### config.mk
export PLATFORM = sky130hd
export DESIGN_NAME = crc_framed_command_receiver
export DESIGN_NICKNAME = d
export VERILOG_FILES = /design/src/design/crcfr_pkg.sv /design/src/design/crc_framed_command_receiver.sv /design/src/design/crcfr_crc_byte.sv /design/src/design/crcfr_parser.sv /design/src/design/crcfr_out_reg.sv
export SDC_FILE = /design/constraint.sdc
export NUM_CORES = 1
export LEC_CHECK = 0
export BUFFER_PORTS_ARGS = -buffer_cell sky130_fd_sc_hd__clkbuf_2
export CORE_MARGIN = 4
export CORE_UTILIZATION = 29
export DETAILED_ROUTE_END_ITERATION = 6
export MAX_ROUTING_LAYER = met4
export SYNTH_ARGS = -nofsm -noshare
export SYNTH_HDL_FRONTEND = slang
export SYNTH_SLANG_ARGS = --single-unit
### constraint.sdc
create_clock -name clock -period 5 [get_ports clock]
set_input_delay 1 -clock clock [delete_from_list [all_inputs] [get_ports clock]]
set_output_delay 1 -clock clock [all_outputs]
set_load 0.01 [all_outputs]
### src/design/crcfr_pkg.sv
// shared types and constants for the crc framed command receiver
package crcfr_pkg;

   localparam logic [7:0]  START_BYTE = 8'h7E;
   localparam logic [15:0] CRC_INIT   = 16'hFFFF;
   localparam logic [15:0] CRC_POLY   = 16'h1021;
   localparam logic [7:0]  KIND_FIRST = 8'h01;
   localparam logic [7:0]  KIND_LAST  = 8'h05;
   localparam logic [5:0]  WORD_BYTES = 6'd4;

   localparam logic [1:0] STATUS_ACCEPTED = 2'd0;
   localparam logic [1:0] STATUS_BAD_CRC  = 2'd1;
   localparam logic [1:0] STATUS_UNKNOWN  = 2'd2;

   typedef enum logic [5:0] {
      PH_START   = 6'b000001,
      PH_KIND    = 6'b000010,
      PH_LENGTH  = 6'b000100,
      PH_PAYLOAD = 6'b001000,
      PH_CRC_LO  = 6'b010000,
      PH_CRC_HI  = 6'b100000
   } phase_type;

   typedef struct packed {
      logic [7:0]  frame_kind;
      logic [5:0]  payload_count;
      logic [31:0] payload_word;
      logic        reply_ack;
      logic [1:0]  frame_status;
   } result_type;

endpackage

### src/design/crc_framed_command_receiver.sv
// top level of the crc framed command receiver
//
//   channel  dir  handshake            beat contents
//   req      in   req_valid/req_stall  req_rx_data
//   rsp      out  rsp_valid/rsp_stall  kind, count, word, ack, status
//
// one byte is taken per cycle while req_stall is low; the frame state and crc step together
// a response appears in the cycle after the second crc byte is taken
// a new byte is taken while a response waits; only the closing crc byte
// stalls, and only while the response register is full and stalled
// synchronous reset returns the parser to hunting for the start byte
module crc_framed_command_receiver #(
   parameter int MAX_PAYLOAD = 32
) (
   input  logic        clock,
   input  logic        reset,
   input  logic        req_valid,
   output logic        req_stall,
   input  logic [7:0]  req_rx_data,
   output logic        rsp_valid,
   input  logic        rsp_stall,
   output logic [7:0]  rsp_frame_kind,
   output logic [5:0]  rsp_payload_count,
   output logic [31:0] rsp_payload_word,
   output logic        rsp_reply_ack,
   output logic [1:0]  rsp_frame_status
);
   import crcfr_pkg::*;

   logic       beat;
   logic       res_valid;
   logic       last_phase;
   result_type res;
   result_type out_res;

   assign req_stall = last_phase && rsp_valid && rsp_stall;
   assign beat      = req_valid && !req_stall;

   crcfr_parser #(
      .MAX_PAYLOAD (MAX_PAYLOAD)
   ) u_parser (
      .clock      (clock),
      .reset      (reset),
      .beat       (beat),
      .rx_data    (req_rx_data),
      .res_valid  (res_valid),
      .res        (res),
      .last_phase (last_phase)
   );

   crcfr_out_reg u_out (
      .clock     (clock),
      .reset     (reset),
      .load      (res_valid),
      .res       (res),
      .out_stall (rsp_stall),
      .out_valid (rsp_valid),
      .out_res   (out_res)
   );

   assign rsp_frame_kind    = out_res.frame_kind;
   assign rsp_payload_count = out_res.payload_count;
   assign rsp_payload_word  = out_res.payload_word;
   assign rsp_reply_ack     = out_res.reply_ack;
   assign rsp_frame_status  = out_res.frame_status;

   a_no_overwrite: assert property (@(posedge clock) disable iff (reset)
      !(res_valid && rsp_valid && rsp_stall))
      else $error("result loaded over a stalled response");

   a_ack_matches_status: assert property (@(posedge clock) disable iff (reset)
      rsp_valid |-> (rsp_reply_ack == (rsp_frame_status == STATUS_ACCEPTED)))
      else $error("ack bit disagrees with status");

   a_status_code: assert property (@(posedge clock) disable iff (reset)
      rsp_valid |-> (rsp_frame_status == STATUS_ACCEPTED ||
                     rsp_frame_status == STATUS_BAD_CRC ||
                     rsp_frame_status == STATUS_UNKNOWN))
      else $error("status code out of range");

   a_word_zero: assert property (@(posedge clock) disable iff (reset)
      (rsp_valid && rsp_payload_count != WORD_BYTES) |-> (rsp_payload_word == 32'd0))
      else $error("payload word set for a length other than four");

   a_result_leaves_frame: assert property (@(posedge clock) disable iff (reset)
      res_valid |=> !last_phase)
      else $error("parser did not leave the crc phase after a result");

endmodule

### src/design/crcfr_crc_byte.sv
// crc-16/ccitt-false update over one byte, msb first
module crcfr_crc_byte (
   input  logic [15:0] crc_in,
   input  logic [7:0]  data_in,
   output logic [15:0] crc_out
);
   import crcfr_pkg::*;

   always_comb begin
      logic [15:0] c;
      c = crc_in ^ {data_in, 8'h00};
      for (int i = 0; i < 8; i++) begin
         if (c[15]) begin
            c = {c[14:0], 1'b0} ^ CRC_POLY;
         end else begin
            c = {c[14:0], 1'b0};
         end
      end
      crc_out = c;
   end

endmodule

### src/design/crcfr_parser.sv
// frame state machine with running crc and result build
module crcfr_parser #(
   parameter int MAX_PAYLOAD = 32
) (
   input  logic                 clock,
   input  logic                 reset,
   input  logic                 beat,
   input  logic [7:0]           rx_data,
   output logic                 res_valid,
   output crcfr_pkg::result_type res,
   output logic                 last_phase
);
   import crcfr_pkg::*;

   localparam logic [7:0] MaxLen = 8'(MAX_PAYLOAD);

   phase_type   phase_ff, phase_in;
   logic [7:0]  kind_ff, kind_in;
   logic [5:0]  length_ff, length_in;
   logic [5:0]  taken_ff, taken_in;
   logic [15:0] crc_ff, crc_in;
   logic [7:0]  crc_low_ff, crc_low_in;
   logic [31:0] word_ff, word_in;
   logic [15:0] crc_fed;
   logic [5:0]  taken_next;
   logic [15:0] got_crc;
   logic [1:0]  status;

   crcfr_crc_byte u_crc (
      .crc_in  (crc_ff),
      .data_in (rx_data),
      .crc_out (crc_fed)
   );

   assign taken_next = taken_ff + 6'd1;
   assign got_crc    = {rx_data, crc_low_ff};
   assign last_phase = (phase_ff == PH_CRC_HI);

   always_comb begin
      if (got_crc != crc_ff) begin
         status = STATUS_BAD_CRC;
      end else if (kind_ff >= KIND_FIRST && kind_ff <= KIND_LAST) begin
         status = STATUS_ACCEPTED;
      end else begin
         status = STATUS_UNKNOWN;
      end
      res.frame_kind    = kind_ff;
      res.payload_count = length_ff;
      res.payload_word  = (length_ff == WORD_BYTES) ? word_ff : 32'd0;
      res.reply_ack     = (status == STATUS_ACCEPTED);
      res.frame_status  = status;
   end

   always_comb begin
      phase_in   = phase_ff;
      kind_in    = kind_ff;
      length_in  = length_ff;
      taken_in   = taken_ff;
      crc_in     = crc_ff;
      crc_low_in = crc_low_ff;
      word_in    = word_ff;
      res_valid  = 1'b0;
      if (beat) begin
         case (phase_ff)
            PH_START: begin
               if (rx_data == START_BYTE) begin
                  crc_in   = CRC_INIT;
                  phase_in = PH_KIND;
               end
            end
            PH_KIND: begin
               kind_in  = rx_data;
               crc_in   = crc_fed;
               phase_in = PH_LENGTH;
            end
            PH_LENGTH: begin
               taken_in = 6'd0;
               word_in  = 32'd0;
               if (rx_data > MaxLen) begin
                  phase_in = PH_START;
               end else begin
                  length_in = rx_data[5:0];
                  crc_in    = crc_fed;
                  phase_in  = (rx_data != 8'd0) ? PH_PAYLOAD : PH_CRC_LO;
               end
            end
            PH_PAYLOAD: begin
               if (taken_ff < WORD_BYTES) begin
                  word_in = word_ff | ({24'd0, rx_data} << {taken_ff[1:0], 3'b000});
               end
               crc_in   = crc_fed;
               taken_in = taken_next;
               if (taken_next >= length_ff) begin
                  phase_in = PH_CRC_LO;
               end
            end
            PH_CRC_LO: begin
               crc_low_in = rx_data;
               phase_in   = PH_CRC_HI;
            end
            PH_CRC_HI: begin
               res_valid = 1'b1;
               phase_in  = PH_START;
            end
            default: begin
               phase_in = PH_START;
            end
         endcase
      end
   end

   always_ff @(posedge clock) begin
      if (reset) begin
         phase_ff   <= PH_START;
         kind_ff    <= 8'd0;
         length_ff  <= 6'd0;
         taken_ff   <= 6'd0;
         crc_ff     <= CRC_INIT;
         crc_low_ff <= 8'd0;
         word_ff    <= 32'd0;
      end else begin
         phase_ff   <= phase_in;
         kind_ff    <= kind_in;
         length_ff  <= length_in;
         taken_ff   <= taken_in;
         crc_ff     <= crc_in;
         crc_low_ff <= crc_low_in;
         word_ff    <= word_in;
      end
   end

endmodule

### src/design/crcfr_out_reg.sv
// result register toward the response channel
module crcfr_out_reg (
   input  logic                 clock,
   input  logic                 reset,
   input  logic                 load,
   input  crcfr_pkg::result_type res,
   input  logic                 out_stall,
   output logic                 out_valid,
   output crcfr_pkg::result_type out_res
);
   import crcfr_pkg::*;

   logic       valid_ff, valid_in;
   result_type res_ff, res_in;

   always_comb begin
      valid_in = valid_ff;
      res_in   = res_ff;
      if (valid_ff && !out_stall) begin
         valid_in = 1'b0;
      end
      if (load) begin
         valid_in = 1'b1;
         res_in   = res;
      end
   end

   always_ff @(posedge clock) begin
      if (reset) begin
         valid_ff <= 1'b0;
      end else begin
         valid_ff <= valid_in;
      end
   end

   always_ff @(posedge clock) begin
      res_ff <= res_in;
   end

   assign out_valid = valid_ff;
   assign out_res   = res_ff;

endmodule

==> flow_summary.json, run 1 <==
{
  "port_buffers": 62,
  "drt-total-wl_mm": 12.34,
  "synth_area_leaders": "dfxtp_1 (30%), edfxtp_1 (27%), mux2i_1 (5.5%), xnor2_1 (4.8%), nor2_1 (4.7%)",
  "diodes": 0,
  "cts_resized": 0,
  "synth_edf_count": 49,
  "vias_per_cell": 4.896,
  "crit-reg2reg-launch": "u_parser.phase_ff[2]$_SDFFE_PP0P_",
  "finalCriticalPeriod_ns": 2.982,
  "ant_nets": 0,
  "rr_endpoint": "u_out.out_res[39]$_DFFE_PP_",
  "cts_sinks": 132,
  "core_area_sq_mm": 0.01864,
  "path_clk_slew_ns": 0.05,
  "finalCritPeriodShare_pct": 59.64,
  "max_stage_delay_ns": 0.52,
  "numCtsBuffers": 17,
  "power.density_mw_per_mm2": 378.8,
  "yosys.cell_types.count": 51,
  "layout-drive-gt1-share_pct": 19.53,
  "insertion_delay_ns": 0.42,
  "cp.required_ns": 4.00,
  "post_cts_buffers": 0,
  "leakage_nw": 2.505,
  "r2r_slack_ns": 2.46,
  "syn2layout_area_growth_pct": 18.97,
  "slowest_stage": "nor4_1",
  "synth_top_area_share_pct": 30.29,
  "hold_path.class": "reg2reg",
  "initial_utilization_pct": 29.43,
  "place_inst": 755,
  "drt-pass1-iter-count": 4,
  "hpwl_mm": 8.615,
  "worst_r2r_path_depth": 4,
  "wire_per_inst_microns": 15.68,
  "ys_ff_latch": 132,
  "drt_iter0_drc": 291,
  "avgSynthCellArea_sq_um": 11.31,
  "synthFlopType": "dfxtp_1",
  "synthCells": 485,
  "power_mw": 2.472,
  "ir_worst_vdd_mv": 0.2337,
  "synth_common_cells": "dfxtp_1 (83), nor2_1 (68), edfxtp_1 (49)",
  "antenna_found_initial": 0,
  "slew_headroom_pct": 26.71,
  "grt_pass1_wl_mm": 20.38,
  "ctsHoldBuffers": 0,
  "stdcell_count": 787,
  "utilization_pct": 35.01,
  "crit_end": "req_stall",
  "hold_viol_final": 0,
  "row_count": 50,
  "grt_pass1_vias": 3882,
  "maxCapViolCount": 0,
  "crit_type": "reg2out",
  "tightest_slew_ns": 1.092,
  "synth_nets": 504,
  "rsz0062_at_grt": "no",
  "crit_start": "u_parser.phase_ff[2]$_SDFFE_PP0P_",
  "seq_area_frac_synth_pct": 57.10,
  "io_pins": 63,
  "crit_fanout": 11,
  "placed_area_sq_mm": 0.005977,
  "setup_viol": 0,
  "grt_max_degree": 36,
  "drc": 0,
  "yosysWarnings": 0,
  "grt_util_all_layers_pct": 12.29,
  "arrival_ns": 1.98,
  "dp_slack_ns": 1.682,
  "clock.fmax_ghz": 0.3354,
  "setup_tns_ns": 0,
  "clockBufferDepth": 2,
  "design_area_sq_mm": 0.006528,
  "die_area_sq_mm": 0.02118,
  "status": "finished clean",
  "clock_skew_ns": 0.008744,
  "crit_path_end_kind": "output pin",
  "synth_area_sq_mm": 0.005487,
  "hold_ws_ns": 0.4635,
  "cts_tree": "done",
  "slew_violations": 0,
  "cp-start-kind": "flop",
  "cp_cell_sequence": "nor4_1, nand3b_1, nor2_1, clkbuf_2",
  "fin_ws_ns": 2.018,
  "async_reset_ff_share_pct": 0,
  "cts_root_buf": "clkbuf_16",
  "die_x_microns": 145.5,
  "vias": 3853,
  "post-synth-top-count-cell": "dfxtp_1",
  "cts_max_level": 4,
  "overflow": 0,
  "netlist.top_cell.by_area": "dfxtp_1",
  "final_nets": 559,
  "die_y_microns": 145.5,
  "gp_congestion": 0.8623
}
-- worst max-delay path, delay by kind of cell (launching register included) --
| kind | cells | cell delay (ns) |
|---|---|---|
| flip-flops | 1 | 0.42 |
| buffers and inverters | 1 | 0.16 |
| AND/OR/NAND/NOR | 3 | 0.99 |
-- per-layer routing --
layer / up-vias / part of all wire (%) / track usage, %
met4: 0 / 1.5 / 4.274
li1: 1860 / - / -
met1: 1850 / 46 / 15.30
met2: 127 / 47 / 19.00
met3: 16 / 5.6 / 3.831
met5: - / 0 / -
-- report_power, final --
group          switching [mW]  internal (mW)
registers              0.0165           1.12
clock network           0.428          0.723
logic                   0.121         0.0657
-- cells by family after synthesis --
kind of cell / count (synthesis) / synth area share (%)
buf+inv: 39 / 3.375
flops: 132 / 57.10
mux: 30 / 5.473
compound gates: 84 / 11.65
fa+ha+maj: 7 / 1.596
simple gates: 156 / 14.89
xor+xnor: 37 / 5.906
-- how the worst min path moves through the flow --
stage	startpoint	endpoint	depth (start not counted)
final	u_parser.word_ff[13]$_SDFFE_PP0P_	u_parser.word_ff[13]$_SDFFE_PP0P_	2
after global routing	u_parser.length_ff[1]$_SDFFE_PP0P_	u_out.out_res[36]$_DFFE_PP_	0
after CTS	u_parser.length_ff[1]$_SDFFE_PP0P_	u_out.out_res[36]$_DFFE_PP_	0
after detailed placement	u_parser.length_ff[1]$_SDFFE_PP0P_	u_out.out_res[36]$_DFFE_PP_	0
after global placement	u_parser.word_ff[13]$_SDFFE_PP0P_	u_parser.word_ff[13]$_SDFFE_PP0P_	2
after floorplan	u_parser.word_ff[10]$_SDFFE_PP0P_	u_parser.word_ff[10]$_SDFFE_PP0P_	2
-- cell type report --
class	count	area, sq um
fill	1835	12120
timing repair buffer	65	332.8
inverter	10	37.54
sequential	132	3133
clock inverter	12	113.9
clock buffer	20	436.7
multi-input combinational	314	2181
tap	234	292.8
-- layout by cell type, fill, tap and decap left out, drive strengths merged, types with 7 or more instances in the layout --
| cell | Yosys | final |
|---|---|---|
| nor2 | 68 | 68 |
| a21oi | 21 | 21 |
| o21ai | 10 | 10 |
| and2 | 33 | 33 |
| edfxtp | 49 | 49 |
| nand4 | 7 | 7 |
| inv | 10 | 10 |
| a31oi | 10 | 10 |
| dfxtp | 83 | 83 |
| xnor2 | 30 | 30 |
| nand3 | 9 | 9 |
| mux2i | 30 | 30 |
| xor2 | 7 | 7 |
| nor3 | 8 | 8 |
| clkinv | 0 | 10 |
| a22o | 16 | 16 |
| clkbuf | 16 | 82 |
| o32a | 8 | 8 |
| ha | 7 | 7 |
-- sequential cells by signal (all words and copies together), names as in the netlist --
name                 cells
u_parser.length_ff       6
u_parser.crc_low_ff      8
u_out.out_valid          1
u_parser.taken_ff        6
u_parser.word_ff        32
u_parser.crc_ff         16
u_parser.kind_ff         8
u_parser.phase_ff        6
u_out.out_res           49
Power figures use the tool's default switching activity.
==> inputs of run 2 (changes only) <==
ABC_AREA = 1   (was unset)
clock period = 2.6 ns   (was 5 ns; I/O delays follow)
==> run 2 against run 1 <==
Net effect: setup slack got worse by 1.6 ns; wire length is 16% higher; critical path depth rose by 3; critical path type is now reg2reg.
==> flow_summary.json, run 2 <==
{
  "status": "finished clean",
  "path_clk_slew_ns": 0.06,
  "utilization_pct": 35.47,
  "cp.required_ns": 2.95,
  "ctsHoldBuffers": 0,
  "insertion_delay_ns": 0.42,
  "rsz0062_at_grt": "no",
  "gp_congestion": 0.8795,
  "final_common_cell": "nand2_1",
  "drt-total-wl_mm": 14.29,
  "cts_max_level": 4,
  "holdPathStages": 0,
  "drc": 0,
  "setup_viol": 0,
  "yosys.cell_types.count": 34,
  "crit_fanout": 32,
  "synth_area_leaders": "dfxtp_1 (28%), edfxtp_1 (25%), nand2_1 (9.0%), nand3_1 (6.7%), inv_1 (5.6%)",
  "hpwl_mm": 9.753,
  "clockBufferDepth": 2,
  "cts_tree": "done",
  "dp_slack_ns": 0.4374,
  "drt-pass1-iter-count": 5,
  "final_nets": 806,
  "synth_area_sq_mm": 0.005942,
  "leakage_nw": 2.852,
  "synth_edf_count": 49,
  "antenna_found_initial": 0,
  "io_pins": 63,
  "fin_ws_ns": 0.4328,
  "numCtsBuffers": 17,
  "combPwrFrac_pct": 22.6,
  "largest_reg_flops": 49,
  "grt_pass1_vias": 4553,
  "syn2layout_area_growth_pct": 20.40,
  "hold_viol_final": 0,
  "die_x_microns": 151.1,
  "ir_worst_vdd_mv": 0.4162,
  "async_reset_ff_share_pct": 0,
  "p_int_mw": 4.533,
  "layout-drive-gt1-share_pct": 16.63,
  "overflow": 0,
  "vias_per_cell": 4.558,
  "arrival_ns": 2.51,
  "final_cell_mix": "nand2_1 (143), inv_1 (88), dfxtp_1 (83), nand3_1 (79), nor2_1 (74)",
  "seq_area_frac_synth_pct": 52.73,
  "p_sw_share_pct": 31.71,
  "ys_ff_latch": 132,
  "port_buffers": 62,
  "ant_nets": 0,
  "clock.fmax_ghz": 0.4614,
  "crit_type": "reg2reg",
  "grt_max_degree": 34,
  "wire_per_inst_microns": 13.35,
  "cts_resized": 0,
  "synthCells": 726,
  "placed_area_sq_mm": 0.006515,
  "switchingPower_mw": 2.105,
  "vias": 4877,
  "post_cts_buffers": 0,
  "drt_iter0_drc": 424,
  "cts_root_buf": "clkbuf_16",
  "slew_violations": 0,
  "synth_common_cells": "nand2_1 (143), inv_1 (88), dfxtp_1 (83)",
  "setup_tns_ns": 0,
  "grt_util_all_layers_pct": 13.45,
  "synth_top_area_share_pct": 27.96,
  "yosysWarnings": 0,
  "diodes": 0,
  "die_y_microns": 151.1,
  "finalCriticalPeriod_ns": 2.167,
  "synth_nets": 745,
  "slew_headroom_pct": 18.26,
  "synthFlopType": "dfxtp_1",
  "cp-start-kind": "flop",
  "worst_r2r_path_depth": 7,
  "crit_path_end_kind": "flop",
  "finalCritPeriodShare_pct": 83.35,
  "netlist.top_cell.by_area": "dfxtp_1",
  "tightest_slew_ns": 1.225,
  "power.share.sequential_pct": 38.3,
  "core_area_sq_mm": 0.02017,
  "maxCapViolCount": 0,
  "grt_pass1_wl_mm": 23.29,
  "post-synth-top-count-cell": "nand2_1",
  "cts_sinks": 132,
  "avgSynthCellArea_sq_um": 8.185,
  "design_area_sq_mm": 0.007154,
  "hold_path.class": "reg2reg",
  "initial_utilization_pct": 29.46,
  "die_area_sq_mm": 0.02284,
  "clock_skew_ns": 0.007816,
  "row_count": 52,
  "power.density_mw_per_mm2": 927.8,
  "pwr-share-clk_pct": 39.2
}
==> run 2: changes by cell type in the layout (fill, tap and decap cells not counted), sizes merged, moves of 7 or more <==
cell   change
xnor2     -24
nand3     +75
nor3      +26
buf        +7
a21oi     +37
o21ai     +15
inv       +83
a22o      -16
nor2      +18
mux2i     -30
a31oi     -10
and2      -33
nand2    +142
o32a       -8
==> run 2: per-stage QoR <==
| step | hold slack (ns) | instances | total power, mW |
|---|---|---|---|
| detailed placement | 0.4199 | 1038 | 4.067 |
| floorplan | 0.4082 | 726 | 3.751 |
| global placement | 0.4181 | 1038 | 4.054 |
| CTS | 0.4348 | 1070 | 6.675 |
| finish | 0.4326 | 1070 | 6.638 |
| global route | 0.4489 | 1070 | 7.024 |
==> run 2: power by group through the flow <==
stage / sequential, mW / clock [mW] / combinational [mW]
2_1_floorplan: 2.54 / 0 / 1.21
3_3_place_gp: 2.57 / 0 / 1.48
3_5_place_dp: 2.58 / 0 / 1.49
4_1_cts: 2.54 / 2.64 / 1.50
5_1_grt: 2.57 / 2.74 / 1.72
6_report: 2.54 / 2.60 / 1.50
==> run 2: worst max-delay path: stages (launching register included) <==
cell     delay, ns
dfxtp_1       0.34
inv_1         0.08
nand2_1       0.08
nor2_1        0.16
o21ai_2       0.12
nor2_2        0.95
nand3_1       0.19
a21oi_1       0.18
==> run 2: kinds of logic (layout without fill, tap and decap cells) <==
| kind of cell | count (synthesis) | in the layout | synth area share [%] |
|---|---|---|---|
| buffers and inverters | 123 | 197 | 8.591 |
| DFF | 132 | 132 | 52.73 |
| adders and majority gates | 7 | 7 | 1.474 |
| and+or+nand+nor | 370 | 370 | 28.41 |
| xor gates and xnor gates | 10 | 10 | 1.474 |
| AOI/OAI and AO/OA | 84 | 84 | 7.328 |
==> run 2: cell type report <==
cell class,count,area [sq um]
clock inverter,13,206.4
multi-input combinational,471,2310
sequential,132,3133
inverter,93,349.1
tap,270,337.8
timing repair buffer,72,385.4
clock buffer,19,432.9
fill,2110,13020
==> run 2: layer usage <==
metal,GRT usage (%),wire length (microns),vias up
met3,3.471,691,15
met1,16.62,6537,2240
met5,-,0,-
li1,-,-,2501
met2,21.21,6830,121
met4,5.168,229,0
==> run 2: final timing paths <==
path	from	end	slack [ns]
worst max-delay path	u_parser.phase_ff[4]$_SDFFE_PP0P_	u_parser.word_ff[7]$_SDFFE_PP0P_	0.43
worst min-delay path	u_parser.kind_ff[5]$_SDFFE_PP0P_	u_out.out_res[46]$_DFFE_PP_	0.43
worst max register to register	u_parser.phase_ff[4]$_SDFFE_PP0P_	u_parser.word_ff[7]$_SDFFE_PP0P_	0.43
worst min register to register	u_parser.kind_ff[5]$_SDFFE_PP0P_	u_out.out_res[46]$_DFFE_PP_	0.43
